<file path="src/assert_macros.svh">
// Assertion macros shared by the rhythm step sequencer RTL.
// No dependencies; included by files that carry concurrent checks.
`ifndef ASSERT_MACROS_SVH
`define ASSERT_MACROS_SVH

// Same-cycle implication.
`define RSQ_ASSERT_IMP(name, clk, rst, ante, cons) \
   name: assert property (@(posedge clk) disable iff (rst) (ante) |-> (cons)) \
      else $error("rsq: same-cycle check failed");

// Next-cycle implication.
`define RSQ_ASSERT_NEXT(name, clk, rst, ante, cons) \
   name: assert property (@(posedge clk) disable iff (rst) (ante) |=> (cons)) \
      else $error("rsq: next-cycle check failed");

`endif

</file>
<file path="src/rsq_pkg.sv">
// Types, constants and elaboration-time tables for the rhythm step sequencer.
// No dependencies; used by every module of the block.
package rsq_pkg;

   localparam int STEP_COUNT = 16;
   localparam int STEP_W     = 4;
   localparam int DT_W       = 16;
   localparam int ENV_W      = 16;
   localparam int HOLD_W     = 24;
   localparam int LEVEL_W    = 16;
   localparam int OUT_BIN_W  = 3;
   localparam int TEMPO_W    = 9;
   localparam int CTRL_W     = 13;
   localparam int LIST_W     = 40;
   localparam int CSR_DATA_W = 64;
   localparam int CSR_IDX_W  = 3;
   localparam int BW_W       = 21;
   localparam int BL_W       = 25;
   localparam int PW_W       = 37;
   localparam int PS_W       = 24;
   localparam int MIX_W      = 38;
   localparam int LEN_W      = 33;
   localparam int DVD_W      = 37;
   localparam int DVS_W      = 16;
   localparam int Q_DEPTH    = 2;
   localparam int Q_PTR_W    = 1;
   localparam int Q_CNT_W    = 2;

   localparam logic [CSR_IDX_W-1:0] CSR_CONTROL   = 3'd0;
   localparam logic [CSR_IDX_W-1:0] CSR_TEMPO     = 3'd1;
   localparam logic [CSR_IDX_W-1:0] CSR_DIV_LIST  = 3'd2;
   localparam logic [CSR_IDX_W-1:0] CSR_GRP_LIST  = 3'd3;
   localparam logic [CSR_IDX_W-1:0] CSR_WT_LOW    = 3'd4;
   localparam logic [CSR_IDX_W-1:0] CSR_WT_HIGH   = 3'd5;
   localparam logic [CSR_IDX_W-1:0] CSR_LEN_LOW   = 3'd6;
   localparam logic [CSR_IDX_W-1:0] CSR_LEN_HIGH  = 3'd7;

   localparam logic [CTRL_W-1:0]  CTRL_RESET  = 13'd2053;
   localparam logic [TEMPO_W-1:0] TEMPO_RESET = 9'd120;
   localparam logic [LIST_W-1:0]  DIV_RESET   = 40'd260;
   localparam logic [LIST_W-1:0]  GRP_RESET   = 40'd4327523;

   localparam logic [1:0] STRAT_DIVISIVE = 2'd0;
   localparam logic [1:0] STRAT_ADDITIVE = 2'd1;

   localparam logic [ENV_W-1:0]   LEVEL_MAX  = 16'd32768;
   localparam logic [HOLD_W-1:0]  HOLD_MAX   = 24'hFFFFFF;
   localparam logic [15:0]        MIX_BASE   = 16'd38011;
   localparam logic [15:0]        MIX_STEP   = 16'd55706;
   localparam logic [BW_W-1:0]    ACCENT_EVEN = 21'd65536;
   localparam logic [BW_W-1:0]    ACCENT_ODD  = 21'd49152;
   localparam logic [7:0]         WEIGHT_MAX = 8'd128;
   localparam logic [7:0]         LEN_MIN    = 8'd6;
   localparam logic [7:0]         LEN_MAX    = 8'd192;
   localparam logic [LEN_W-1:0]   LEN_FLOOR  = 33'd8388608;
   localparam logic [31:0]        RECIP_15   = 32'h88888889;
   localparam logic [3:0]         MAX_FIRES  = 4'd8;

   typedef struct packed {
      logic [CTRL_W-1:0]  control;
      logic [TEMPO_W-1:0] tempo;
      logic [LIST_W-1:0]  div_list;
      logic [LIST_W-1:0]  grp_list;
      logic [63:0]        wt_lo;
      logic [63:0]        wt_hi;
      logic [63:0]        ln_lo;
      logic [63:0]        ln_hi;
   } cfg_type;

   typedef struct packed {
      logic [DT_W-1:0] dt;
      logic            is_zero;
   } tick_type;

   typedef struct packed {
      logic               full;
      logic               empty;
      logic [Q_CNT_W-1:0] count;
   } q_stat_type;

   // Shift-subtract quotient, used only while building tables.
   function automatic int unsigned const_quot(int unsigned num, int unsigned den);
      int unsigned     q;
      longint unsigned r;
      q = 0;
      r = 0;
      for (int i = 31; i >= 0; i--) begin
         r = {r[62:0], num[i]};
         q = {q[30:0], 1'b0};
         if (r >= longint'(den)) begin
            r = r - longint'(den);
            q = q | 32'd1;
         end
      end
      return q;
   endfunction

   // exp(-11 * 2^-16 * 2^k) in Q0.32, rounded squaring chain.
   function automatic logic [STEP_COUNT-1:0][31:0] decay_table();
      logic [STEP_COUNT-1:0][31:0] t;
      logic [63:0] b;
      b = 64'd4294246460;
      for (int k = 0; k < STEP_COUNT; k++) begin
         t[k] = b[31:0];
         b = (b * b + 64'h80000000) >> 32;
      end
      return t;
   endfunction

   function automatic logic [31:0][16:0] div_weight_table();
      logic [31:0][16:0] t;
      t = '0;
      for (int d = 1; d < 32; d++) begin
         t[d] = 17'(45875 + const_quot(39322 + (d >> 1), d));
      end
      return t;
   endfunction

   function automatic logic [31:0][20:0] div_len_table();
      logic [31:0][20:0] t;
      int l;
      t = '0;
      for (int d = 1; d < 32; d++) begin
         l = int'(const_quot(1048576 + (d >> 1), d));
         if (l < 65536) begin
            l = 65536;
         end
         t[d] = 21'(l);
      end
      return t;
   endfunction

endpackage

</file>
<file path="src/rsq_div.sv">
// Restoring divider, one quotient bit per cycle, for the hold time.
// Depends on rsq_pkg.
module rsq_div (
   input  logic                       clock,
   input  logic                       reset,
   input  logic                       start,
   input  logic [rsq_pkg::DVD_W-1:0]  dividend,
   input  logic [rsq_pkg::DVS_W-1:0]  divisor,
   output logic                       done,
   output logic [rsq_pkg::DVD_W-1:0]  quotient
);

   localparam int CNT_W = $clog2(rsq_pkg::DVD_W + 1);

   logic [CNT_W-1:0]              cnt_ff, cnt_in;
   logic                          run_ff, run_in;
   logic                          done_ff, done_in;
   logic [rsq_pkg::DVS_W-1:0]     rem_ff, rem_in, dvs_ff, dvs_in;
   logic [rsq_pkg::DVD_W-1:0]     quo_ff, quo_in;
   logic [rsq_pkg::DVS_W:0]       shifted;
   logic [rsq_pkg::DVS_W+1:0]     diff;

   assign done     = done_ff;
   assign quotient = quo_ff;
   assign shifted  = {rem_ff, quo_ff[rsq_pkg::DVD_W-1]};
   assign diff     = {1'b0, shifted} - {2'b00, dvs_ff};

   always_comb begin
      cnt_in  = cnt_ff;
      run_in  = run_ff;
      done_in = 1'b0;
      rem_in  = rem_ff;
      quo_in  = quo_ff;
      dvs_in  = dvs_ff;
      if (start) begin
         cnt_in = CNT_W'(rsq_pkg::DVD_W);
         run_in = 1'b1;
         rem_in = '0;
         quo_in = dividend;
         dvs_in = divisor;
      end else if (run_ff) begin
         if (!diff[rsq_pkg::DVS_W+1]) begin
            rem_in = diff[rsq_pkg::DVS_W-1:0];
            quo_in = {quo_ff[rsq_pkg::DVD_W-2:0], 1'b1};
         end else begin
            rem_in = shifted[rsq_pkg::DVS_W-1:0];
            quo_in = {quo_ff[rsq_pkg::DVD_W-2:0], 1'b0};
         end
         cnt_in = cnt_ff - 1'b1;
         if (cnt_ff == CNT_W'(1)) begin
            run_in  = 1'b0;
            done_in = 1'b1;
         end
      end
   end

   always_ff @(posedge clock) begin
      if (reset) begin
         run_ff  <= 1'b0;
         done_ff <= 1'b0;
         cnt_ff  <= '0;
      end else begin
         run_ff  <= run_in;
         done_ff <= done_in;
         cnt_ff  <= cnt_in;
      end
      rem_ff <= rem_in;
      quo_ff <= quo_in;
      dvs_ff <= dvs_in;
   end

endmodule

</file>
<file path="config.mk">
export PLATFORM = sky130hd
export DESIGN_NAME = rsq_div
export DESIGN_NICKNAME = d
export VERILOG_FILES = /design/src/assert_macros.svh /design/src/rsq_pkg.sv /design/src/rsq_div.sv
export SDC_FILE = /design/constraint.sdc
export NUM_CORES = 1
export LEC_CHECK = 0
export BUFFER_PORTS_ARGS = -buffer_cell sky130_fd_sc_hd__buf_2
export CAP_MARGIN = 10
export CORE_AREA = 2 2 94 96
export DETAILED_ROUTE_END_ITERATION = 16
export DIE_AREA = 0 0 96 98
export HOLD_SLACK_MARGIN = 0.08
export PLACE_DENSITY = 0.77
export RECOVER_POWER = 100
export SLEW_MARGIN = 5
export SYNTH_ARGS = -nofsm -noshare
export SYNTH_HDL_FRONTEND = slang
export SYNTH_SLANG_ARGS = --single-unit
</file>
<file path="constraint.sdc">
create_clock -name clock -period 3.1 [get_ports clock]
set_clock_uncertainty 0.05 [all_clocks]
set_input_delay 0.155 -clock clock [delete_from_list [all_inputs] [get_ports clock]]
set_output_delay 0.155 -clock clock [all_outputs]
set_load 0.03 [all_outputs]
</file>
; After elaboration in Yosys (flattened, before gate mapping)
; Index checks and enable logic that the tools add are counted.
[word_totals]
ff_bits = 77
output_inout_bits = 38
elab_cells = 24
[classes]
add_sub_neg = 2
n_eq_ne = 1
mux = 10
bitwise_logic = 1
reduce_logical = 3
[op_table]
columns = cell, count
row1 = $mux W37, 2
row2 = $sub A17 B16 Y18, 1
row3 = $mux W16, 1
row4 = $mux W6, 2
row5 = $eq A6 B1 Y1 const B, 1
row6 = $sub A6 B1 Y6 const B, 1
row7 = $mux W1, 5
row8 = $reduce_or A3 Y1, 1
row9 = $reduce_bool A2 Y1, 1
row10 = $reduce_or A2 Y1, 1
row11 = $not A1 Y1, 1

; Longest topological paths before layout
[depth]
word_depth = 4
ltp_mapped = 10
ltp_nobuf = 10

; Worst setup path after synthesis
; Ideal clock, no wire load.
[synth_timing]
path_type = register to register
startpoint = register quo_ff, in the netlist quotient[36]
endpoint = register rem_ff[14] (netlist bit)
setup_ns = 0.125
arrival_time_ns = 2.424
path_slack_ns = 0.501
stages_incl_launch_ff = 11
path_buffers = 0
period_less_slack_ns = 2.599
path_cell_list = edfxtp_1 -> inv_1 -> ha_1 -> inv_1 -> fa_1 -> a211oi_1 -> o21bai_1 -> a211oi_1 -> mux2i_1 -> a211oi_1 -> o21ai_0
[synth_via]
elab_chain_cells = 2
[synth_lines]
columns = item, line
row1 = start: declaration, rsq_div.sv:19  ; logic [rsq_pkg::DVD_W-1:0] quo_ff, quo_in;
row2 = start signal: assignment, rsq_div.sv:68  ; quo_ff <= quo_in;
row3 = $sub A17 B16 Y18, rsq_div.sv:26  ; assign diff = {1'b0, shifted} - {2'b00, dvs_ff};
row4 = $mux W16, rsq_div.sv:42  ; if (!diff[rsq_pkg::DVS_W+1]) begin
row5 = end signal: assignment, rsq_div.sv:67  ; rem_ff <= rem_in;
row6 = end: declaration, rsq_div.sv:18  ; logic [rsq_pkg::DVS_W-1:0] rem_ff, rem_in, dvs_ff, dvs_in;
; No other way between the ends.
; A chain may end at the register's enable or synchronous reset.

; Final worst setup path
[layout_timing]
startpoint = register rem_ff[9] (netlist bit)
endpoint = register rem_ff[6] (netlist bit)
[layout_via]
elab_chain_cells = 2
[layout_lines]
columns = item, line
row1 = $sub A17 B16 Y18, rsq_div.sv:26
row2 = $mux W16, rsq_div.sv:42
; No other way between the ends.

==> impl_metrics.toml <==
[critical_path]
cp_max_fo = 9
required_ns = 3.30
rr_startpoint = "rem_ff[9]$_SDFFE_PP0P_"
path_class = "register to register"
r2r_cells = 8
cp-start-kind = "register"
regToRegSetupSlack_ns = 0.25
cp-end-kind = "register"
worstPathArrival_ns = 3.05
r2r_end = "rem_ff[6]$_SDFFE_PP0P_"

[synth]
synth_top_family_by_area = "compound AO/OA/AOI/OAI gates"
synth_top_area_cell = "edfxtp_1"
ys_seq_area_share_pct = 50.1
synth_area_mm2 = 0.00414
synthTopCellsByArea = "edfxtp_1 (38%), dfxtp_1 (12%), mux2_2 (10%), ha_1 (5.4%), nor2_1 (3.1%)"
synth_seq_cells = 77
synthMuxAreaShare_pct = 10.6
netlist_instances = 365
synth-adder-area-share_pct = 5.93
syn_nets = 440
synthXorXnorAreaFrac_pct = 2.54
synth-edff-count = 53
yosys_warnings = 0
synthFlopType = "edfxtp_1"
netlist.area_leader.share_pct = 38.5
synth_compound_area_share_pct = 15.5
synth_cell_types = 59
yosys.area_share.simple_pct = 11.1
syn_area_per_cell_um2 = 11.3
async_flop_share_pct = 0

[routing]
wl_per_cell_um = 17.0
wl_um = 10600
firstDrtPassIters = 5
vias = 3520
drc_errors = 0
drtIter0Drc = 330
vias_per_cell = 5.62
antenna_left = 0

[cts]
clk_path_buf_depth = 2
h-tree-depth = 3
cts-buffers-inserted = 9
clockRootBuffer = "clkbuf_8"
clkTransAtPathRegs_ns = 0.09
clock_latency_ns = 0.35
post_cts_buffers = 0
cts_resized = 0
clock-sinks = 77
cts_tree = "yes"

[timing]
hold_viol = 0
finalCriticalPeriod_ns = 2.85
slew_viol_final = 31
fin_crit_sh_pct = 91.8
fin_tns_setup_ns = 0
fmax_mhz = 351
max_slew_margin_pct = -7.57
setup_viol = 0
worst_pin_slew_ns = 1.61
rsz0062_at_grt = "no"
timing.final.ws_setup_ns = 0.254

[worst_hold_path]
hold_path_depth = 2
hold_end = "dvs_ff[14]$_DFFE_PP_"
hold_start = "divisor[14]"
hp-class = "primary input to register"

[pwr]
p_int_w = 0.00187
p_comb_share_pct = 24.8
leakagePower_nw = 2.14
switchingPower_w = 0.000891
p_sw_share_pct = 32.2
clkPwrFrac_pct = 29.2
power_density_mw_per_mm2 = 514
peakVddDrop_uv = 346
p_seq_share_pct = 46.0

[placed_design]
dp_slack_ns = 0.457
dp.cells = 556
place.gp.congestion = 0.986
dp_hpwl_um = 6630
portBuffers = 93

[layout]
fin_cells = 626
mostFrequentLayoutCells = "dlygate4sd3_1 (54), edfxtp_1 (53), buf_2 (52)"
drive_gt1_share_pct = 23.6
mostFrequentLayoutCell = "dlygate4sd3_1"
utilization_pct = 63.5
antennaDiodeCount = 0
fin_nets = 588
syn_to_final_growth_pct = 30.0

[floorplanning]
rows = 34
dieHeight_um = 98
die_x_um = 96
die_area_mm2 = 0.00941
ioPinCount = 94
initial_core_util_pct = 48.9
core_mm2 = 0.00847

[global_routing]
antenna_found_initial = 0
grtUsageTotal_pct = 23.1
grt_pass1_vias = 3504
grt_max_degree = 38
grt_first_pass_wirelength_um = 16800
overflow = 0

[status]
status = "finished with violations"
violations = "capacitance limit, slew limit"

[flow_run]
drv_cap = 1
==> repair_timing <==
| action | 4_1_cts | 5_1_grt |
|---|---|---|
| hold endpoints to repair | 61 | 0 |
| hold buffers | 54 | 0 |
| endpoints found under the setup margin | 0 | 0 |
==> Yosys cell counts (3+ instances only) <==
cell / n
dfxtp_1: 24
o31ai_1: 6
clkbuf_1: 10
a31oi_1: 3
mux2_2: 38
nor2_1: 34
xor2_1: 5
nand3_1: 11
xnor2_1: 7
o21ai_0: 16
nor3_1: 8
inv_1: 24
a21o_1: 5
nor4_1: 5
nand2_1: 17
nand2b_1: 4
ha_1: 18
nand4_1: 4
edfxtp_1: 53
a311oi_1: 4
a211o_1: 5
a21oi_1: 9
a32oi_1: 4
a211oi_1: 9
==> per-layer routing <==
| layer | up-vias | track usage [%] | wire length (µm) |
|---|---|---|---|
| li1 | 1662 | - | - |
| met2 | 172 | 37.5 | 5150 |
| met5 | - | 0 | 0 |
| met1 | 1663 | 29.1 | 4410 |
| met4 | 0 | 8.13 | 198 |
| met3 | 23 | 6.79 | 884 |
==> state kept, by name, summed over array words and instances (netlist names) <==
name,flops
cnt_ff,6
quotient,37
run_ff,1
rem_ff,16
dvs_ff,16
done,1
==> per-stage QoR <==
step	hold slack, ns	power, W	instance area [µm²]
2_1_floorplan	0.204	0.00174	4140
3_3_place_gp	0.281	0.00190	4710
3_5_place_dp	0.283	0.00192	4710
4_1_cts	0.325	0.00277	5450
5_1_grt	0.449	0.00288	5380
6_report	0.450	0.00276	5380
==> cell families after synthesis <==
group,Yosys count
and+or+nand+nor,95
AOI/OAI and AO/OA,82
DFF,77
buffers and inverters,41
muxes,39
adders and majority gates,19
xor gates and xnor gates,12
==> power by group through the flow <==
stage	clock network, W	logic [W]	registers, W
2_1_floorplan	0	0.000365	0.00138
3_3_place_gp	0	0.000623	0.00128
3_5_place_dp	0	0.000635	0.00128
4_1_cts	0.000819	0.000689	0.00126
5_1_grt	0.000856	0.000740	0.00128
6_report	0.000807	0.000687	0.00127
==> worst max-delay path, cell delays in order (launching register included) <==
cell and delay (ns):
dfxtp_1 0.35, ha_1 0.39, a21o_1 0.23, a21o_1 0.20, a21o_1 0.23, o31ai_2 0.63, buf_4 0.30, a211oi_1 0.10
a2111oi_2 0.27
==> area by class of cell <==
class | instances | area, µm²
fillers | 667 | 3090
flip-flops and latches | 77 | 2070
multi-input cells | 247 | 1880
repair buffers | 154 | 993
well taps | 108 | 135
clock buffers | 9 | 124
inverters | 24 | 90.1
clock inverters | 7 | 81.3
==> worst max path at each step <==
| stage | startpoint | endpoint | depth (start not counted) |
|---|---|---|---|
| 2_1_floorplan | quotient[36]$_DFFE_PP_ | rem_ff[14]$_SDFFE_PP0P_ | 10 |
| 3_3_place_gp | quotient[36]$_DFFE_PP_ | rem_ff[14]$_SDFFE_PP0P_ | 10 |
| 3_5_place_dp | quotient[36]$_DFFE_PP_ | rem_ff[14]$_SDFFE_PP0P_ | 10 |
| 4_1_cts | quotient[36]$_DFFE_PP_ | rem_ff[14]$_SDFFE_PP0P_ | 10 |
| 5_1_grt | dvs_ff[10]$_DFFE_PP_ | rem_ff[6]$_SDFFE_PP0P_ | 9 |
| 6_report | rem_ff[9]$_SDFFE_PP0P_ | rem_ff[6]$_SDFFE_PP0P_ | 8 |
Power figures use the tool's default switching activity.
