`config.mk`:
```
export PLATFORM = sky130hd
export DESIGN_NAME = rsq_queue
export DESIGN_NICKNAME = d
export VERILOG_FILES = /design/src/assert_macros.svh /design/src/rsq_pkg.sv /design/src/rsq_queue.sv
export SDC_FILE = /design/constraint.sdc
export NUM_CORES = 1
export LEC_CHECK = 0
export BUFFER_PORTS_ARGS = -buffer_cell sky130_fd_sc_hd__buf_2
export CAP_MARGIN = 20
export CELL_PAD_IN_SITES_DETAIL_PLACEMENT = 0
export CELL_PAD_IN_SITES_GLOBAL_PLACEMENT = 1
export CORE_AREA = 2 2 79 81
export DETAILED_ROUTE_END_ITERATION = 10
export DIE_AREA = 0 0 81 83
export GPL_ROUTABILITY_DRIVEN = 0
export PLACE_DENSITY_LB_ADDON = 0.1
export SYNTH_ARGS = -nofsm -noshare
export SYNTH_HDL_FRONTEND = slang
export SYNTH_SLANG_ARGS = --single-unit
```
`constraint.sdc`:
```
create_clock -name clock -period 2.3 [get_ports clock]
set_input_delay 0.575 -clock clock [delete_from_list [all_inputs] [get_ports clock]]
set_output_delay 0.575 -clock clock [all_outputs]
set_load 0.02 [all_outputs]
```
`src/assert_macros.svh`:
```
// Assertion macros shared by the rhythm step sequencer RTL.
// No dependencies; included by files that carry concurrent checks.
`ifndef ASSERT_MACROS_SVH
`define ASSERT_MACROS_SVH

// Same-cycle implication.
`define RSQ_ASSERT_IMP(name, clk, rst, ante, cons) \
   name: assert property (@(posedge clk) disable iff (rst) (ante) |-> (cons)) \
      else $error("rsq: same-cycle check failed");

// Next-cycle implication.
`define RSQ_ASSERT_NEXT(name, clk, rst, ante, cons) \
   name: assert property (@(posedge clk) disable iff (rst) (ante) |=> (cons)) \
      else $error("rsq: next-cycle check failed");

`endif

```
`src/rsq_pkg.sv`:
```
// Types, constants and elaboration-time tables for the rhythm step sequencer.
// No dependencies; used by every module of the block.
package rsq_pkg;

   localparam int STEP_COUNT = 16;
   localparam int STEP_W     = 4;
   localparam int DT_W       = 16;
   localparam int ENV_W      = 16;
   localparam int HOLD_W     = 24;
   localparam int LEVEL_W    = 16;
   localparam int OUT_BIN_W  = 3;
   localparam int TEMPO_W    = 9;
   localparam int CTRL_W     = 13;
   localparam int LIST_W     = 40;
   localparam int CSR_DATA_W = 64;
   localparam int CSR_IDX_W  = 3;
   localparam int BW_W       = 21;
   localparam int BL_W       = 25;
   localparam int PW_W       = 37;
   localparam int PS_W       = 24;
   localparam int MIX_W      = 38;
   localparam int LEN_W      = 33;
   localparam int DVD_W      = 37;
   localparam int DVS_W      = 16;
   localparam int Q_DEPTH    = 2;
   localparam int Q_PTR_W    = 1;
   localparam int Q_CNT_W    = 2;

   localparam logic [CSR_IDX_W-1:0] CSR_CONTROL   = 3'd0;
   localparam logic [CSR_IDX_W-1:0] CSR_TEMPO     = 3'd1;
   localparam logic [CSR_IDX_W-1:0] CSR_DIV_LIST  = 3'd2;
   localparam logic [CSR_IDX_W-1:0] CSR_GRP_LIST  = 3'd3;
   localparam logic [CSR_IDX_W-1:0] CSR_WT_LOW    = 3'd4;
   localparam logic [CSR_IDX_W-1:0] CSR_WT_HIGH   = 3'd5;
   localparam logic [CSR_IDX_W-1:0] CSR_LEN_LOW   = 3'd6;
   localparam logic [CSR_IDX_W-1:0] CSR_LEN_HIGH  = 3'd7;

   localparam logic [CTRL_W-1:0]  CTRL_RESET  = 13'd2053;
   localparam logic [TEMPO_W-1:0] TEMPO_RESET = 9'd120;
   localparam logic [LIST_W-1:0]  DIV_RESET   = 40'd260;
   localparam logic [LIST_W-1:0]  GRP_RESET   = 40'd4327523;

   localparam logic [1:0] STRAT_DIVISIVE = 2'd0;
   localparam logic [1:0] STRAT_ADDITIVE = 2'd1;

   localparam logic [ENV_W-1:0]   LEVEL_MAX  = 16'd32768;
   localparam logic [HOLD_W-1:0]  HOLD_MAX   = 24'hFFFFFF;
   localparam logic [15:0]        MIX_BASE   = 16'd38011;
   localparam logic [15:0]        MIX_STEP   = 16'd55706;
   localparam logic [BW_W-1:0]    ACCENT_EVEN = 21'd65536;
   localparam logic [BW_W-1:0]    ACCENT_ODD  = 21'd49152;
   localparam logic [7:0]         WEIGHT_MAX = 8'd128;
   localparam logic [7:0]         LEN_MIN    = 8'd6;
   localparam logic [7:0]         LEN_MAX    = 8'd192;
   localparam logic [LEN_W-1:0]   LEN_FLOOR  = 33'd8388608;
   localparam logic [31:0]        RECIP_15   = 32'h88888889;
   localparam logic [3:0]         MAX_FIRES  = 4'd8;

   typedef struct packed {
      logic [CTRL_W-1:0]  control;
      logic [TEMPO_W-1:0] tempo;
      logic [LIST_W-1:0]  div_list;
      logic [LIST_W-1:0]  grp_list;
      logic [63:0]        wt_lo;
      logic [63:0]        wt_hi;
      logic [63:0]        ln_lo;
      logic [63:0]        ln_hi;
   } cfg_type;

   typedef struct packed {
      logic [DT_W-1:0] dt;
      logic            is_zero;
   } tick_type;

   typedef struct packed {
      logic               full;
      logic               empty;
      logic [Q_CNT_W-1:0] count;
   } q_stat_type;

   // Shift-subtract quotient, used only while building tables.
   function automatic int unsigned const_quot(int unsigned num, int unsigned den);
      int unsigned     q;
      longint unsigned r;
      q = 0;
      r = 0;
      for (int i = 31; i >= 0; i--) begin
         r = {r[62:0], num[i]};
         q = {q[30:0], 1'b0};
         if (r >= longint'(den)) begin
            r = r - longint'(den);
            q = q | 32'd1;
         end
      end
      return q;
   endfunction

   // exp(-11 * 2^-16 * 2^k) in Q0.32, rounded squaring chain.
   function automatic logic [STEP_COUNT-1:0][31:0] decay_table();
      logic [STEP_COUNT-1:0][31:0] t;
      logic [63:0] b;
      b = 64'd4294246460;
      for (int k = 0; k < STEP_COUNT; k++) begin
         t[k] = b[31:0];
         b = (b * b + 64'h80000000) >> 32;
      end
      return t;
   endfunction

   function automatic logic [31:0][16:0] div_weight_table();
      logic [31:0][16:0] t;
      t = '0;
      for (int d = 1; d < 32; d++) begin
         t[d] = 17'(45875 + const_quot(39322 + (d >> 1), d));
      end
      return t;
   endfunction

   function automatic logic [31:0][20:0] div_len_table();
      logic [31:0][20:0] t;
      int l;
      t = '0;
      for (int d = 1; d < 32; d++) begin
         l = int'(const_quot(1048576 + (d >> 1), d));
         if (l < 65536) begin
            l = 65536;
         end
         t[d] = 21'(l);
      end
      return t;
   endfunction

endpackage

```
`src/rsq_queue.sv`:
```
// Two-entry queue of classified ticks between front and back.
// Depends on rsq_pkg.
module rsq_queue (
   input  logic                clock,
   input  logic                reset,
   input  logic                push,
   input  rsq_pkg::tick_type   push_data,
   input  logic                pop,
   output rsq_pkg::tick_type   pop_data,
   output rsq_pkg::q_stat_type stat
);

   rsq_pkg::tick_type                  slot_ff [rsq_pkg::Q_DEPTH];
   logic [rsq_pkg::Q_PTR_W-1:0]        wr_ff, wr_in, rd_ff, rd_in;
   logic [rsq_pkg::Q_CNT_W-1:0]        cnt_ff, cnt_in;

   assign pop_data   = slot_ff[rd_ff];
   assign stat.full  = (cnt_ff == rsq_pkg::Q_CNT_W'(rsq_pkg::Q_DEPTH));
   assign stat.empty = (cnt_ff == '0);
   assign stat.count = cnt_ff;

   always_comb begin
      wr_in  = push ? wr_ff + 1'b1 : wr_ff;
      rd_in  = pop ? rd_ff + 1'b1 : rd_ff;
      cnt_in = cnt_ff;
      if (push && !pop) begin
         cnt_in = cnt_ff + 1'b1;
      end else if (pop && !push) begin
         cnt_in = cnt_ff - 1'b1;
      end
   end

   always_ff @(posedge clock) begin
      if (reset) begin
         wr_ff  <= '0;
         rd_ff  <= '0;
         cnt_ff <= '0;
      end else begin
         wr_ff  <= wr_in;
         rd_ff  <= rd_in;
         cnt_ff <= cnt_in;
      end
      if (push) begin
         slot_ff[wr_ff] <= push_data;
      end
   end

endmodule

```
Word-level counts from Yosys, hierarchy flattened. Memory sizes are Yosys's and may differ from the RTL's. A register that Yosys moved wholly into a read port is not among the register bits. Cells that the tools add are included.

$add $sub $neg: 4. Equality and inequality tests: 1. Multiplexer cells: 6. Reduce and logical (&&, ||, !) cells: 6.

Operator list (number): 2-to-1 mux 1 bit (4); 2-to-1 mux 2 bit (2); adder 1 bit (second input constant) (2); adder 2 x 1 -> 2 bit (second input constant) (1); == test 2 bit (second input constant) (1); logical AND 1 bit (2); logical NOT 1 bit (2); logical NOT 2 bit (1); nonzero test 2 bit (1); subtractor 2 x 1 -> 2 bit (second input constant) (1).

Flip-flop bits (word level): 4. RAM bits: 34. Input port bits: 21. Output and inout port bits: 21. Logic and storage cells: 21. Memories kept: 1.

Memories: slot_ff (words 2, bits a word 17, rd ports 1, clocked after Yosys merged registers in 1, wr ports 1, line rsq_queue.sv:13) `rsq_pkg::tick_type slot_ff [rsq_pkg::Q_DEPTH];`.

Longest topological paths before layout. Gate-level depths: netlist of the first run.

Depth after elaboration: 4. Gate-level depth with buffers: 5.

Worst setup path after synthesis of the first run. OpenSTA, ideal clock, no wires.

Path type: input -> register. Start: input port push. End: memory slot_ff[0][0] (netlist name), enable pin. Arrival: 1.382 ns. Slack: 0.526 ns. Stages: 1. Buffers on the path: 0. Cell sequence: nor2b_1.

Cells in the longest elaborated chain, start to end: 2.

RTL lines: from (decl) (line rsq_queue.sv:6) `input logic push,`; 2-to-1 mux 1 bit (line rsq_queue.sv:43) `if (push) begin`; 2-to-1 mux 1 bit (not written as such) (line rsq_queue.sv:44) `slot_ff[wr_ff] <= push_data;`; to (decl) (line rsq_queue.sv:13).

Every way passes these cells.

==> impl_metrics.json, run 1 <==
{
  "outcome": "complete, no violations",
  "root_buffer": "clkbuf_8",
  "dieArea_um2": 6720,
  "worst_pin_slew_ps": 324,
  "vdd_drop_max_v": 0.000201,
  "worstPathArrival_ps": 1510,
  "yosysTopAreaCell": "edfxtp_1",
  "syn_inst": 75,
  "synth_top_area_share_pct": 71.3,
  "synth_commonest_cells": "34 x edfxtp_1, 17 x mux2_2, 5 x dfxtp_1, 5 x nor2_1",
  "hold_viol": 0,
  "initial_core_util_pct": 24.6,
  "cts_resized": 0,
  "synth_nets": 97,
  "slew_viol_final": 0,
  "clk_pin_slew_ps": 70,
  "holdPathEnd": "slot_ff[1][4]",
  "die_x_um": 81,
  "min_period_over_period_pct": 90.6,
  "ys_seq_area_share_pct": 78.3,
  "period_needed_ps": 2080,
  "ys_ff_latch": 39,
  "timing.fmax_ghz": 0.480,
  "finalSetupViolCount": 0,
  "yosysMostFrequentCell": "edfxtp_1",
  "rr_startpoint": "wr_ff",
  "crit_path_max_fanout": 7,
  "syn2layout_area_growth_pct": 28.5,
  "wire_per_inst_um": 12.4,
  "final_layout_size_suffix_gt1_share_pct": 55.9,
  "num_rows": 28,
  "ios": 42,
  "cts.path.max_buffers": 2,
  "crit_path_end_kind": "output port",
  "cellPowerDensity_nw_per_um2": 814,
  "wirelength_mm": 2.51,
  "diodes": 0,
  "ant_nets": 0,
  "route.detailed.drc": 0,
  "dp_hpwl_mm": 1.81,
  "track_usage_pct": 8.14,
  "hold_path_depth": 1,
  "grt_first_pass_wirelength_mm": 4.02,
  "min_path_type": "in2reg",
  "relSlewSlack_pct": 78.3,
  "cts.sinks": 39,
  "grt_setup_unrepaired": "no",
  "skew_ps": 4.59,
  "worstHoldStart": "push_data[4]",
  "slowest_delay_ps": 510,
  "dr.pass1.iters": 4,
  "final_net_count": 148,
  "die_y_um": 83,
  "grt_pass1_vias": 820,
  "synth_edf_count": 34,
  "num_vias": 807,
  "syn_area_um2": 1430,
  "r2r-end": "slot_ff[1][5]",
  "tritoncts": "yes",
  "crit_path_cell_trace": "buf_4, mux2_2, buf_2",
  "crit_path_start_kind": "register",
  "gr-total-overflow": 0,
  "core_area_um2": 5820,
  "ys.flop_type": "edfxtp_1",
  "cp_num_buf_inv": 2,
  "rrSetupSlack_ps": 1040,
  "io_buffers": 41,
  "cts_inserted_buffers": 5,
  "path_delay_family": "flip-flops",
  "synthArstFlopShare_pct": 0,
  "hold_buffers": 0,
  "htree_levels": 2,
  "via_per_inst": 4.00,
  "cp.required_ps": 1730,
  "p_leak_nw": 0.710,
  "slowest_stage": "dfxtp_1",
  "antenna_found_initial": 0,
  "finalSetupTns_ps": 0,
  "clk_latency_ps": 280,
  "cts_setup_buffers": 0,
  "synth_area_leaders": "edfxtp_1 71%, mux2_2 13%, dfxtp_1 7.0%, nor2_1 1.3%, xnor2_1 1.2%",
  "postSynthAreaPerCell_um2": 19.1,
  "synth_warnings": 0,
  "maxCapViolCount": 0,
  "path_class": "reg2out",
  "drtIter0Drc": 31,
  "grt_max_degree": 13,
  "yosys.cell_types.count": 16,
  "reg2reg_depth": 2,
  "finish.utilization_pct": 31.6
}
==> cells in the final DEF (no fill, tap or decap), drive strengths merged <==
cell    count
a21oi       1
and2        1
and2b       1
buf        46
clkbuf      7
clkinv      1
dfxtp       5
edfxtp     34
ha          1
inv         1
mux2       17
nor2        5
nor2b       1
o21ai       1
or3         1
xnor2       2
xor2        2
==> cell families after synthesis <==
kind of cell	synth area share, %
mux	13.4
xor+xnor	2.45
simple gates	3.23
flops	78.3
buf+inv	1.13
fa+ha+maj	0.873
compound gates	0.698
==> worst max-delay path by stage <==
stage	cells after the start	slack [ps]	end	startpoint
3_5_place_dp	3	490	pop_data[11]	register
6_report	3	220	pop_data[11]	register
2_1_floorplan	1	530	slot_ff[0][0]	push
3_3_place_gp	3	510	pop_data[11]	register
5_1_grt	3	120	pop_data[13]	register
4_1_cts	3	170	pop_data[3]	register
==> where the power goes <==
group	switching (mW)	internal (mW)	total (mW)
clock	0.218	0.213	0.430
combinational	0.128	0.0992	0.227
sequential	0.0203	0.821	0.841
==> cell type report <==
type / instances / area [µm²]
fillers: 618 / 3980
flip-flops and latches: 39 / 1120
multi-input cells: 33 / 298
repair buffers: 46 / 243
well taps: 75 / 93.8
clock buffers: 7 / 76.3
clock inverters: 1 / 5.00
inverters: 1 / 3.75
==> flip-flops by register name, summed over array words and instances (netlist names), named ones only <==
signal and cells:
rd_ff 1, slot_ff 34, cnt_ff 2, wr_ff 1
==> per-layer routing <==
metal / vias to the layer above / track usage [%] / part of all wire (%)
li1: 380 / - / -
met1: 395 / 9.05 / 40
met2: 25 / 12.8 / 51
met3: 7 / 3.91 / 7.1
met4: 0 / 4.16 / 2.1
met5: - / 0 / 0
==> per-stage QoR <==
stage	hold WS (ps)	instance area, µm²	setup slack, ps	std cells	power [mW]
CTS	464	1840	172	202	1.53
finish	480	1840	217	202	1.50
global placement	498	1760	508	194	1.09
floorplan	480	1430	526	75	0.998
global route	463	1840	117	202	1.58
detailed placement	516	1760	494	194	1.09
(Power assumes the default switching activity.)
==> inputs of run 2 (changes only) <==
- clock period: 2.3 -> 2 ns (I/O delays scaled with it)
==> impl_metrics.json, run 2 (synthesis gave the netlist of run 1 again) <==
{
  "p_leak_nw": 0.728,
  "grt_first_pass_wirelength_mm": 4.16,
  "num_vias": 802,
  "syn2layout_area_growth_pct": 30.8,
  "hold_buffers": 0,
  "dr_wl_met3_um": 189,
  "vdd_drop_max_v": 0.000333,
  "met1Wirelength_mm": 1.07,
  "placed_cells": 195,
  "pre_cts_slack_ps": 430,
  "dp_hpwl_mm": 1.86,
  "crit_path_max_fanout": 11,
  "clk_pin_slew_ps": 80,
  "crit_path_start_kind": "register",
  "cts_setup_buffers": 0,
  "final_layout_size_suffix_gt1_share_pct": 57.0,
  "finish.utilization_pct": 32.2,
  "num_rows": 28,
  "timing.fmax_ghz": 0.546,
  "gr-total-overflow": 0,
  "hold_viol": 0,
  "drtIter0Drc": 18,
  "diodes": 0,
  "dieArea_um2": 6720,
  "reg2reg_depth": 2,
  "antenna_found_initial": 0,
  "mostFrequentLayoutCell": "buf_2",
  "fillerInstances": 610,
  "worst_pin_slew_ps": 362,
  "tritoncts": "yes",
  "via_per_inst": 3.95,
  "grt_pass1_vias": 858,
  "relSlewSlack_pct": 75.8,
  "cts.path.max_buffers": 2,
  "clk_latency_ps": 280,
  "cts_resized": 0,
  "final_area_um2": 1870,
  "cts.sinks": 39,
  "worstPathArrival_ps": 1330,
  "finalSetupViolCount": 0,
  "largest_register_ffs": 34,
  "power_frac_seq_pct": 51.8,
  "instances_no_fill": 203,
  "core_area_um2": 5820,
  "die_x_um": 81,
  "comb_power_share_pct": 14.6,
  "cp.required_ps": 1500,
  "cellPowerDensity_nw_per_um2": 991,
  "track_usage_pct": 8.58,
  "highest_layer": "met4",
  "route.detailed.drc": 0,
  "r2r-end": "slot_ff[1][11]",
  "min_path_type": "in2reg",
  "finalSetupTns_ps": 0,
  "initial_core_util_pct": 24.6,
  "rrSetupSlack_ps": 780,
  "maxCapViolCount": 0,
  "period_needed_ps": 1830,
  "die_y_um": 83,
  "ios": 42,
  "slowest_stage": "mux2_2",
  "grt_max_degree": 13,
  "dr_wl_met2_mm": 1.29,
  "dr.pass1.iters": 3,
  "final_cell_mix": "41 x buf_2, 34 x edfxtp_1, 17 x mux2_2",
  "root_buffer": "clkbuf_8",
  "hold_path_depth": 1,
  "min_period_over_period_pct": 91.6,
  "wire_per_inst_um": 12.7,
  "io_buffers": 41,
  "regMostFlops": "slot_ff",
  "biggestRegsByFlops": "slot_ff: 34 flops, cnt_ff: 2 flops",
  "crit_path_cell_trace": "buf_4, mux2_2, buf_2",
  "holdPathEnd": "slot_ff[0][1]",
  "placedInstanceArea_um2": 1770,
  "htree_levels": 2,
  "path_class": "reg2out",
  "clockPowerShare_pct": 33.5,
  "rr_startpoint": "wr_ff",
  "p_switching_mw": 0.432,
  "wirelength_mm": 2.57,
  "ant_nets": 0,
  "cts_inserted_buffers": 5,
  "grt_setup_unrepaired": "no",
  "hold_ws_ps": 405,
  "worstHoldStart": "push_data[1]",
  "p_total_mw": 1.86,
  "skew_ps": 4.25,
  "intPower_mw": 1.42,
  "crit_path_end_kind": "output port",
  "slew_viol_final": 0,
  "outcome": "complete, no violations",
  "swShare_pct": 23.3,
  "worst_slack_ps": 167,
  "final_net_count": 149,
  "slowest_delay_ps": 360
}
run 2: changes by cell type in the layout (fill, tap and decap cells not counted), sizes merged:
cell	previous run	this run
buf	46	47
bufinv	0	1
clkbuf	7	5
clkinv	1	2
run 2: critical path, delay by kind of cell, from the launching register on:
| family | cells | cell delay (ps) |
|---|---|---|
| buffers and inverters | 2 | 360 |
| muxes | 1 | 360 |
| DFF | 1 | 330 |
run 2: how the worst max path moves through the flow:
stage	end	from	cells after the start	slack, ps
after global routing	pop_data[11]	register	3	100
after detailed placement	cnt_ff[1]	push	4	430
after CTS	pop_data[14]	register	3	140
after floorplan	slot_ff[0][0]	push	1	300
after global placement	slot_ff[0][9]	push	3	450
final	pop_data[14]	register	3	170
run 2: area by class of cell:
class / instances / area, µm² / share of cell area [%]
clock inverters: 3 / 38.8 / 2.07
inverters: 1 / 3.75 / 0.200
clock buffers: 5 / 68.8 / 3.67
flip-flops and latches: 39 / 1120 / 59.8
multi-input cells: 33 / 298 / 15.9
repair buffers: 47 / 250 / 13.4
well taps: 75 / 93.8 / 5.01
run 2: power by group through the flow:
stage	clock network (mW)	registers, mW	logic [mW]
final	0.623	0.962	0.272
after global routing	0.678	0.968	0.299
after CTS	0.644	0.963	0.279
after detailed placement	0	0.981	0.276
after global placement	0	0.979	0.274
after floorplan	0	0.985	0.163
run 2: per-layer routing:
metal  global-route usage [%]  vias up
met3                     4.35        2
met2                     14.0       26
li1                         -      382
met1                     9.14      392
met5                        0        -
met4                     3.70        0
