## config.mk

```make
export PLATFORM = sky130hd
export DESIGN_NAME = rsq_front
export DESIGN_NICKNAME = d
export VERILOG_FILES = /design/src/assert_macros.svh /design/src/rsq_pkg.sv /design/src/rsq_front.sv
export SDC_FILE = /design/constraint.sdc
export NUM_CORES = 1
export LEC_CHECK = 0
export BUFFER_PORTS_ARGS = -buffer_cell sky130_fd_sc_hd__buf_4
export CORE_MARGIN = 5
export CORE_UTILIZATION = 39
export CTS_BUF_LIST = sky130_fd_sc_hd__clkbuf_4 sky130_fd_sc_hd__clkbuf_8 sky130_fd_sc_hd__clkbuf_16
export CTS_CLUSTER_DIAMETER = 150
export CTS_CLUSTER_SIZE = 14
export DETAILED_ROUTE_END_ITERATION = 7
export PLACE_DENSITY = 0.75
export SETUP_SLACK_MARGIN = 0.02
export SYNTH_ARGS = -nofsm -noshare
export SYNTH_HDL_FRONTEND = slang
export SYNTH_SLANG_ARGS = --single-unit
```

## constraint.sdc

```tcl
create_clock -name clock -period 1.45 [get_ports clock]
set_input_delay 0.145 -clock clock [delete_from_list [all_inputs] [get_ports clock]]
set_output_delay 0.145 -clock clock [all_outputs]
set_load 0.03 [all_outputs]
```

## src/assert_macros.svh

```systemverilog
// Assertion macros shared by the rhythm step sequencer RTL.
// No dependencies; included by files that carry concurrent checks.
`ifndef ASSERT_MACROS_SVH
`define ASSERT_MACROS_SVH

// Same-cycle implication.
`define RSQ_ASSERT_IMP(name, clk, rst, ante, cons) \
   name: assert property (@(posedge clk) disable iff (rst) (ante) |-> (cons)) \
      else $error("rsq: same-cycle check failed");

// Next-cycle implication.
`define RSQ_ASSERT_NEXT(name, clk, rst, ante, cons) \
   name: assert property (@(posedge clk) disable iff (rst) (ante) |=> (cons)) \
      else $error("rsq: next-cycle check failed");

`endif

```

## src/rsq_pkg.sv

```systemverilog
// Types, constants and elaboration-time tables for the rhythm step sequencer.
// No dependencies; used by every module of the block.
package rsq_pkg;

   localparam int STEP_COUNT = 16;
   localparam int STEP_W     = 4;
   localparam int DT_W       = 16;
   localparam int ENV_W      = 16;
   localparam int HOLD_W     = 24;
   localparam int LEVEL_W    = 16;
   localparam int OUT_BIN_W  = 3;
   localparam int TEMPO_W    = 9;
   localparam int CTRL_W     = 13;
   localparam int LIST_W     = 40;
   localparam int CSR_DATA_W = 64;
   localparam int CSR_IDX_W  = 3;
   localparam int BW_W       = 21;
   localparam int BL_W       = 25;
   localparam int PW_W       = 37;
   localparam int PS_W       = 24;
   localparam int MIX_W      = 38;
   localparam int LEN_W      = 33;
   localparam int DVD_W      = 37;
   localparam int DVS_W      = 16;
   localparam int Q_DEPTH    = 2;
   localparam int Q_PTR_W    = 1;
   localparam int Q_CNT_W    = 2;

   localparam logic [CSR_IDX_W-1:0] CSR_CONTROL   = 3'd0;
   localparam logic [CSR_IDX_W-1:0] CSR_TEMPO     = 3'd1;
   localparam logic [CSR_IDX_W-1:0] CSR_DIV_LIST  = 3'd2;
   localparam logic [CSR_IDX_W-1:0] CSR_GRP_LIST  = 3'd3;
   localparam logic [CSR_IDX_W-1:0] CSR_WT_LOW    = 3'd4;
   localparam logic [CSR_IDX_W-1:0] CSR_WT_HIGH   = 3'd5;
   localparam logic [CSR_IDX_W-1:0] CSR_LEN_LOW   = 3'd6;
   localparam logic [CSR_IDX_W-1:0] CSR_LEN_HIGH  = 3'd7;

   localparam logic [CTRL_W-1:0]  CTRL_RESET  = 13'd2053;
   localparam logic [TEMPO_W-1:0] TEMPO_RESET = 9'd120;
   localparam logic [LIST_W-1:0]  DIV_RESET   = 40'd260;
   localparam logic [LIST_W-1:0]  GRP_RESET   = 40'd4327523;

   localparam logic [1:0] STRAT_DIVISIVE = 2'd0;
   localparam logic [1:0] STRAT_ADDITIVE = 2'd1;

   localparam logic [ENV_W-1:0]   LEVEL_MAX  = 16'd32768;
   localparam logic [HOLD_W-1:0]  HOLD_MAX   = 24'hFFFFFF;
   localparam logic [15:0]        MIX_BASE   = 16'd38011;
   localparam logic [15:0]        MIX_STEP   = 16'd55706;
   localparam logic [BW_W-1:0]    ACCENT_EVEN = 21'd65536;
   localparam logic [BW_W-1:0]    ACCENT_ODD  = 21'd49152;
   localparam logic [7:0]         WEIGHT_MAX = 8'd128;
   localparam logic [7:0]         LEN_MIN    = 8'd6;
   localparam logic [7:0]         LEN_MAX    = 8'd192;
   localparam logic [LEN_W-1:0]   LEN_FLOOR  = 33'd8388608;
   localparam logic [31:0]        RECIP_15   = 32'h88888889;
   localparam logic [3:0]         MAX_FIRES  = 4'd8;

   typedef struct packed {
      logic [CTRL_W-1:0]  control;
      logic [TEMPO_W-1:0] tempo;
      logic [LIST_W-1:0]  div_list;
      logic [LIST_W-1:0]  grp_list;
      logic [63:0]        wt_lo;
      logic [63:0]        wt_hi;
      logic [63:0]        ln_lo;
      logic [63:0]        ln_hi;
   } cfg_type;

   typedef struct packed {
      logic [DT_W-1:0] dt;
      logic            is_zero;
   } tick_type;

   typedef struct packed {
      logic               full;
      logic               empty;
      logic [Q_CNT_W-1:0] count;
   } q_stat_type;

   // Shift-subtract quotient, used only while building tables.
   function automatic int unsigned const_quot(int unsigned num, int unsigned den);
      int unsigned     q;
      longint unsigned r;
      q = 0;
      r = 0;
      for (int i = 31; i >= 0; i--) begin
         r = {r[62:0], num[i]};
         q = {q[30:0], 1'b0};
         if (r >= longint'(den)) begin
            r = r - longint'(den);
            q = q | 32'd1;
         end
      end
      return q;
   endfunction

   // exp(-11 * 2^-16 * 2^k) in Q0.32, rounded squaring chain.
   function automatic logic [STEP_COUNT-1:0][31:0] decay_table();
      logic [STEP_COUNT-1:0][31:0] t;
      logic [63:0] b;
      b = 64'd4294246460;
      for (int k = 0; k < STEP_COUNT; k++) begin
         t[k] = b[31:0];
         b = (b * b + 64'h80000000) >> 32;
      end
      return t;
   endfunction

   function automatic logic [31:0][16:0] div_weight_table();
      logic [31:0][16:0] t;
      t = '0;
      for (int d = 1; d < 32; d++) begin
         t[d] = 17'(45875 + const_quot(39322 + (d >> 1), d));
      end
      return t;
   endfunction

   function automatic logic [31:0][20:0] div_len_table();
      logic [31:0][20:0] t;
      int l;
      t = '0;
      for (int d = 1; d < 32; d++) begin
         l = int'(const_quot(1048576 + (d >> 1), d));
         if (l < 65536) begin
            l = 65536;
         end
         t[d] = 21'(l);
      end
      return t;
   endfunction

endpackage

```

## src/rsq_front.sv

```systemverilog
// Input stage: takes tick transactions and tags zero ticks.
// Depends on rsq_pkg; feeds rsq_queue.
module rsq_front (
   input  logic                      clock,
   input  logic                      reset,
   input  logic                      req_valid,
   output logic                      req_ready,
   input  logic [rsq_pkg::DT_W-1:0]  req_elapsed_time,
   input  logic                      q_full,
   output logic                      push,
   output rsq_pkg::tick_type         push_data
);

   logic              hold_valid_ff, hold_valid_in;
   rsq_pkg::tick_type hold_data_ff, hold_data_in;
   logic              accept;

   assign push      = hold_valid_ff && !q_full;
   assign req_ready = !hold_valid_ff || !q_full;
   assign accept    = req_valid && req_ready;
   assign push_data = hold_data_ff;

   always_comb begin
      hold_valid_in = accept || (hold_valid_ff && !push);
      hold_data_in  = hold_data_ff;
      if (accept) begin
         hold_data_in.dt      = req_elapsed_time;
         hold_data_in.is_zero = (req_elapsed_time == '0);
      end
   end

   always_ff @(posedge clock) begin
      if (reset) begin
         hold_valid_ff <= 1'b0;
      end else begin
         hold_valid_ff <= hold_valid_in;
      end
      hold_data_ff <= hold_data_in;
   end

endmodule

```

## Word level (Yosys, flattened, before mapping)

Index checks and enable logic that the tools add are counted.

| word-level totals | value |
|---|---|
| bits in registers | 18 |
| bits of input ports | 20 |
| output and inout bits | 19 |
| word-level logic and storage cells | 12 |

| operators by class | value |
|---|---|
| reduce and logical (&&, ||, !) cells | 9 |

Operator list:

| operator | count |
|---|---|
| zero test 16 bit | 1 |
| logical AND 1 bit | 3 |
| zero test 1 bit | 3 |
| logical OR 1 bit | 2 |

## Depth between registers and ports, before layout

Gate-level depths: netlist of the first run.

| depth | value |
|---|---|
| depth after elaboration | 5 |
| mapped depth | 2 |
| mapped depth without buffers | 2 |

## Least setup slack after synthesis of the first run

No wires, ideal clock.

| path | value |
|---|---|
| kind | register -> register |
| from | register hold_valid_ff |
| to | register hold_data_ff, in the netlist push_data[0], enable pin |
| setup slack | 0.014 ns |
| data arrival time | 1.061 ns |
| buffers on the path | 0 |
| stages on the path, launching flop included | 3 |
| required time | 1.075 ns |
| clock period less this slack | 1.436 ns |
| library setup time | 0.375 ns |
| cells stage by stage | dfxtp_1 > nand2_1 > and2_1 |

| between the ends | value |
|---|---|
| cells in the longest elaborated chain, start to end | 3 |

RTL lines:

| element | line | RTL |
|---|---|---|
| from (decl) | rsq_front.sv:14 | `logic hold_valid_ff, hold_valid_in;` |
| from (signal assigned) | rsq_front.sv:36 | `hold_valid_ff <= hold_valid_in;` |
| zero test 1 bit | rsq_front.sv:19 | `assign req_ready = !hold_valid_ff \|\| !q_full;` |
| logical OR 1 bit | rsq_front.sv:19 |  |
| via req_ready | rsq_front.sv:7 | `output logic req_ready,` |
| logical AND 1 bit | rsq_front.sv:20 | `assign accept = req_valid && req_ready;` |
| via accept | rsq_front.sv:16 | `logic accept;` |
| to (signal assigned) | rsq_front.sv:38 | `hold_data_ff <= hold_data_in;` |
| to (decl) | rsq_front.sv:15 | `rsq_pkg::tick_type hold_data_ff, hold_data_in;` |

The timed path passes the listed nets, and every way through them passes these cells.
A chain may end at the register's enable or synchronous reset.

## Final worst setup path of the first run

| path | value |
|---|---|
| from | register hold_valid_ff |
| to | register hold_data_ff, in the netlist push_data[15], enable pin |

| between the ends | value |
|---|---|
| cells in the longest elaborated chain, start to end | 3 |

RTL lines:

| element | line |
|---|---|
| zero test 1 bit | rsq_front.sv:19 |
| logical OR 1 bit | rsq_front.sv:19 |
| logical AND 1 bit | rsq_front.sv:20 |
| via accept | rsq_front.sv:16 |

The timed path passes the listed nets, and every way through them passes these cells.

==> results of run 1 <==
==> logic make-up after synthesis <==
kind of cell | synth area share [%]
DFF | 90.02
and+or+nand+nor | 9.129
AOI/OAI and AO/OA | 0.8484
==> cell usage in the layout, fill, tap and decap left out, drive strengths merged <==
cell type    instances
clkbuf               3
clkinv               1
and2                 1
nand2                1
buf                 38
dfxtp                1
nor2b                1
dlygate4sd3          1
edfxtp              17
and4                 1
a21oi                1
nor4                 4
nor2                 1
==> metrics by stage <==
| step | area, um2 | cells | setup slack, ns | hold slack (ns) |
|---|---|---|---|---|
| 4_1_cts | 932.1 | 87 | 0.3035 | 0.03299 |
| 2_1_floorplan | 590.6 | 28 | 0.1978 | 0.2174 |
| 3_3_place_gp | 895.9 | 82 | 0.3643 | 0.3035 |
| 3_5_place_dp | 895.9 | 82 | 0.3135 | 0.3049 |
| 6_report | 932.1 | 87 | 0.3181 | 0.03819 |
| 5_1_grt | 932.1 | 87 | 0.2502 | 0.02051 |
==> where the power goes <==
group          internal, mW  total [mW]  leakage, nW  switching, mW
clock                0.0998       0.244       0.0154          0.145
combinational        0.0740       0.173        0.202         0.0988
sequential            0.603       0.612        0.173        0.00904
==> flip-flops by register name, indices dropped and copies added (netlist names) <==
signal and flops:
hold_valid_ff 1, push_data 17
==> metal layers <==
layer / wire length, um / track usage (%)
met1: 430 / 10.67
met2: 812 / 23.26
met3: 93 / 4.587
met4: 9 / 4.036
met5: 0 / 0
==> cell type report <==
type	instances	area (um2)	area share, %
Clock buffer	3	22.52	2.416
Tap cell	16	20.02	2.148
Sequential cell	18	530.5	56.91
Clock inverter	1	3.754	0.4027
Timing Repair Buffer	39	295.3	31.68
Multi-Input combinational cell	10	60.06	6.443
==> worst paths after layout <==
path | end | slack [ns] | cells past startpoint
min reg2reg | hold_valid_ff$_SDFF_PP0_ | 0.52 | 2
min | push_data[14]$_DFFE_PP_ | 0.04 | 1
max reg2reg | push_data[15]$_DFFE_PP_ | 0.32 | 2
max | push_data[15]$_DFFE_PP_ | 0.32 | 2
==> results.tsv, run 1 <==
metric	value	unit
ys_ff_latch	18	
postRouteWirelength	1345	um
clk_pin_slew	0.10	ns
irDropWorstVdd	0.7431	mV
synth_area_per_cell	21.05	um2
power_density	1104	nW/um2
fin_crit	1.132	ns
maxSlewHeadroom	73.78	%
synth_top_area_cell	edfxtp_1	
crit_chain	nand2_1 > and2_2	
grt_pass1_wl	2173	um
endpoint_kind	flip-flop	
numCtsBuffers	3	
cp_slowest_cell	and2_2	
rsz0062_at_grt	no	
synth_nets	48	
ant_nets	0	
cap_violations	0	
p_leak	0.3908	nW
worstSetupStartpointType	flip-flop	
critPathLaunch	hold_valid_ff$_SDFF_PP0_	
drt_iter0_drc	1	
cts_setup_buffers	0	
hpwl	1075	um
ys_types	9	
grt_max_degree	18	
gp_congestion	0.6191	
layout-drive-gt1-share	59.15	%
cts_max_level	1	
final_max_slew_viol_count	0	
power	1.029	mW
vias	420	
cts_resized	0	
netlist_instances	28	
synthToLayoutAreaGrowth	58.17	%
critPathBufInv	0	
cts_hold_buffers	1	
initial_utilization	40.05	%
vias_per_cell	4.828	
antenna_found_initial	0	
synth_area	589.3	um2
coreArea	1471	um2
root_buffer	clkbuf_4	
fin_skew	0.006793	ns
row_count	14	
portBuffers	38	
cpPeakStageDelay	0.40	ns
cts_sinks	18	
fin_nets	92	
ys.flop_type	edfxtp_1	
worstPathMaxFanout	17	
synth_warnings	0	
clk_latency	0.28	ns
wire_per_inst	15.46	um
worstMarginPinSlew	0.3933	ns
required	1.40	ns
io-pin-count	39	
async_flop_share	0	%
worstSetupPathType	flip-flop to flip-flop	
dr.pass1.iters	2	
grt_pass1_vias	472	
min-delay-path-class	primary input to flip-flop	
status	complete, no violations	
r2r_start	hold_valid_ff$_SDFF_PP0_	
yosys-top-cells-count	edfxtp_1, nor4_1	
fill_cells	117	
die_width	48.87	um
timing.final.hold_violations	0	
finalSetupViolations	0	
grt_remaining_overflow	0	
synth.most_common_cell	edfxtp_1	
cts_tree	yes	
fmaxAchievable	0.8834	GHz
period_share	78.06	%
postLayoutCoreUtil	63.35	%
grt.total_usage	11.87	%
dieArea	2388	um2
yosys.area.top_type_share	86.62	%
path_delay_family	simple AND/OR/NAND/NOR gates	
min_from	req_elapsed_time[13]	
ys_seq_area_share	90.02	%
synth-edff-count	17	
n_antenna_cell	0	
clock_path_buffers	2	
synth.area.top_cells	edfxtp_1, nor4_1, dfxtp_1, and4_1, and2_1	
drc_errors	0	
setup_tns	0	ns
fp.dieH	48.87	um
worstPathArrival	1.08	ns
Power figures use the tool's default switching activity.
==> inputs of run 2 (changes only) <==
--- a/config.mk
+++ b/config.mk
@@ -5,14 +5,15 @@
 export SDC_FILE = /design/constraint.sdc
 export NUM_CORES = 1
 export LEC_CHECK = 0
+export ABC_AREA = 1
 export BUFFER_PORTS_ARGS = -buffer_cell sky130_fd_sc_hd__buf_4
 export CORE_MARGIN = 5
-export CORE_UTILIZATION = 39
+export CORE_UTILIZATION = 37
 export CTS_BUF_LIST = sky130_fd_sc_hd__clkbuf_4 sky130_fd_sc_hd__clkbuf_8 sky130_fd_sc_hd__clkbuf_16
 export CTS_CLUSTER_DIAMETER = 150
 export CTS_CLUSTER_SIZE = 14
 export DETAILED_ROUTE_END_ITERATION = 7
-export PLACE_DENSITY = 0.75
+export PLACE_DENSITY = 0.73
 export SETUP_SLACK_MARGIN = 0.02
 export SYNTH_ARGS = -nofsm -noshare
 export SYNTH_HDL_FRONTEND = slang
==> constraint.sdc (replaced) <==
create_clock -name clock -period 1 [get_ports clock]
set_input_delay 0.1 -clock clock [delete_from_list [all_inputs] [get_ports clock]]
set_output_delay 0.1 -clock clock [all_outputs]
set_load 0.03 [all_outputs]
==> run 2 against run 1 <==
- the flow now finishes with violations (setup timing)
- critical path depth grew 1
- sequential power grew 45%
- via count is 23% higher
- die area grew 14%
- clock-buffer cell count increased by 1
- cell count increased by 46%
- synthesized cell count increased by 82%
- largest power group unchanged
- global-route usage down 0.73 points
- first-iteration DRC count did not move
- total power up 58%
- core utilization grew 6.0 points
==> results.tsv, run 2 <==
metric	value	unit
async_flop_share	0	%
grt_pass1_vias	564	
synth.area.top_cells	edfxtp_1, inv_1, nand2_1, nor2_1, dfxtp_1	
fin_cells	127	
n_antenna_cell	0	
ys_types	7	
postLayoutCoreUtil	69.30	%
dp_slack	0.07688	ns
final_max_slew_viol_count	0	
min-delay-path-class	primary input to flip-flop	
timing.final.hold_violations	0	
cts_tree	yes	
endpoint_kind	primary output	
power_density	1374	nW/um2
power	1.627	mW
row_count	15	
highest_layer	met3	
synth_nets	71	
vias	516	
synth_area_per_cell	12.93	um2
ys.flop_type	edfxtp_1	
layout-drive-gt1-share	39.22	%
fill_cells	119	
cts_setup_buffers	0	
irDropWorstVdd	0.8213	mV
clk_latency	0.28	ns
worstMarginPinSlew	0.1240	ns
largest_reg_flops	17	
min_from	req_valid	
initial_utilization	38.61	%
required	0.90	ns
fin_skew	0.002828	ns
r2r_start	hold_valid_ff$_SDFF_PP0_	
period_share	103.7	%
portBuffers	38	
cts_sinks	18	
clock_path_buffers	2	
gp_congestion	0.5989	
root_buffer	clkbuf_4	
grt_remaining_overflow	0	
ant_nets	0	
worstSetupPathType	flip-flop to primary output	
netlist_instances	51	
worstPathMaxFanout	3	
status	finished with violations	
numCtsBuffers	3	
met2_length	729	um
io-pin-count	39	
postRouteWirelength	1405	um
grt.total_usage	11.14	%
multi_input_area	92.59	um2
synth.most_common_cell	edfxtp_1	
grt_pass1_wl	2263	um
synth_area	659.4	um2
drt_iter0_drc	1	
yosys.area.top_type_share	77.42	%
cts_max_level	1	
finalSetupViolations	2	
coreArea	1708	um2
final_cell_mix	buf_4, edfxtp_1, inv_1	
violations	setup timing	
synth_top_area_cell	edfxtp_1	
worstPathArrival	0.94	ns
synthToLayoutAreaGrowth	79.51	%
drc_errors	0	
worstSetupStartpointType	flip-flop	
wl_met3	154	um
fin_crit	1.037	ns
ys_seq_area_share	80.46	%
register_area	534.3	um2
dieArea	2726	um2
hpwl	994.4	um
cap_violations	0	
vias_per_cell	4.063	
p_leak	0.5834	nW
die_width	52.22	um
fmaxAchievable	0.9646	GHz
ys_ff_latch	18	
fp.dieH	52.22	um
synth-edff-count	17	
final_common_cell	buf_4	
fin_ws	-0.03667	ns
wl_met1	521	um
yosys-top-cells-count	edfxtp_1, inv_1, nand2_1, nor2_1, a21oi_1	
fin_nets	123	
synth_warnings	0	
clk_pin_slew	0.09	ns
numPlacedInstances	115	
wire_per_inst	11.06	um
critPathLaunch	hold_valid_ff$_SDFF_PP0_	
antenna_found_initial	0	
grt_max_degree	18	
rsz0062_at_grt	yes	
maxSlewHeadroom	91.71	%
dr.pass1.iters	3	
==> run 2: layout make-up <==
cell class	count	area share, %
clock buffer	4	3.066
multi-input combinational	19	7.822
tap	25	2.643
timing repair buffer	47	36.89
inverter	14	4.440
sequential	18	45.14
==> run 2: cell families after synthesis <==
group	count (synthesis)	share of synthesized area, %
compound gates	2	1.518
buf+inv	14	7.970
flops	18	80.46
simple gates	17	10.06
==> run 2: per-stage QoR <==
stage	hold slack, ns	cell area [um2]	TNS [ns]
finish	0.1186	1184	-0.03756
global route	0.1146	1184	-0.1185
CTS	0.1074	1219	-0.04587
detailed placement	0.2508	1008	0
global placement	0.2460	1008	0
floorplan	0.1617	671.9	-0.6432
==> run 2: worst max-delay path, cell delays in order (launching register included) <==
cell     delay, ns
dfxtp_4       0.38
inv_2         0.04
nor2_2        0.11
buf_6         0.14
==> run 2: routing by layer <==
metal	vias up	track usage, %
met5	-	0
met4	0	3.830
met3	0	2.564
met2	28	21.55
met1	226	11.56
li1	262	-
==> run 2: path summary, 6_finish.rpt <==
| path | to | slack [ns] | cells after the start |
|---|---|---|---|
| setup / recovery | push | -0.04 | 3 |
| hold / removal | hold_valid_ff$_SDFF_PP0_ | 0.12 | 3 |
| setup reg to reg | push_data[8]$_DFFE_PP_ | 0.05 | 2 |
| hold reg to reg | hold_valid_ff$_SDFF_PP0_ | 0.58 | 2 |
==> run 2: repair_timing <==
action / CTS / global route
endpoints found under the setup margin: 2 / 4
hold buffers: 17 / 0
resized for setup: 1 / 14
endpoints found under the hold margin: 17 / 0
pin swaps: 0 / 9
==> run 2: where the power goes <==
group	leakage [nW]	internal, mW	switching (mW)	total (mW)
clock network	0.0210	0.221	0.201	0.423
registers	0.174	0.873	0.0141	0.888
logic	0.389	0.153	0.164	0.317
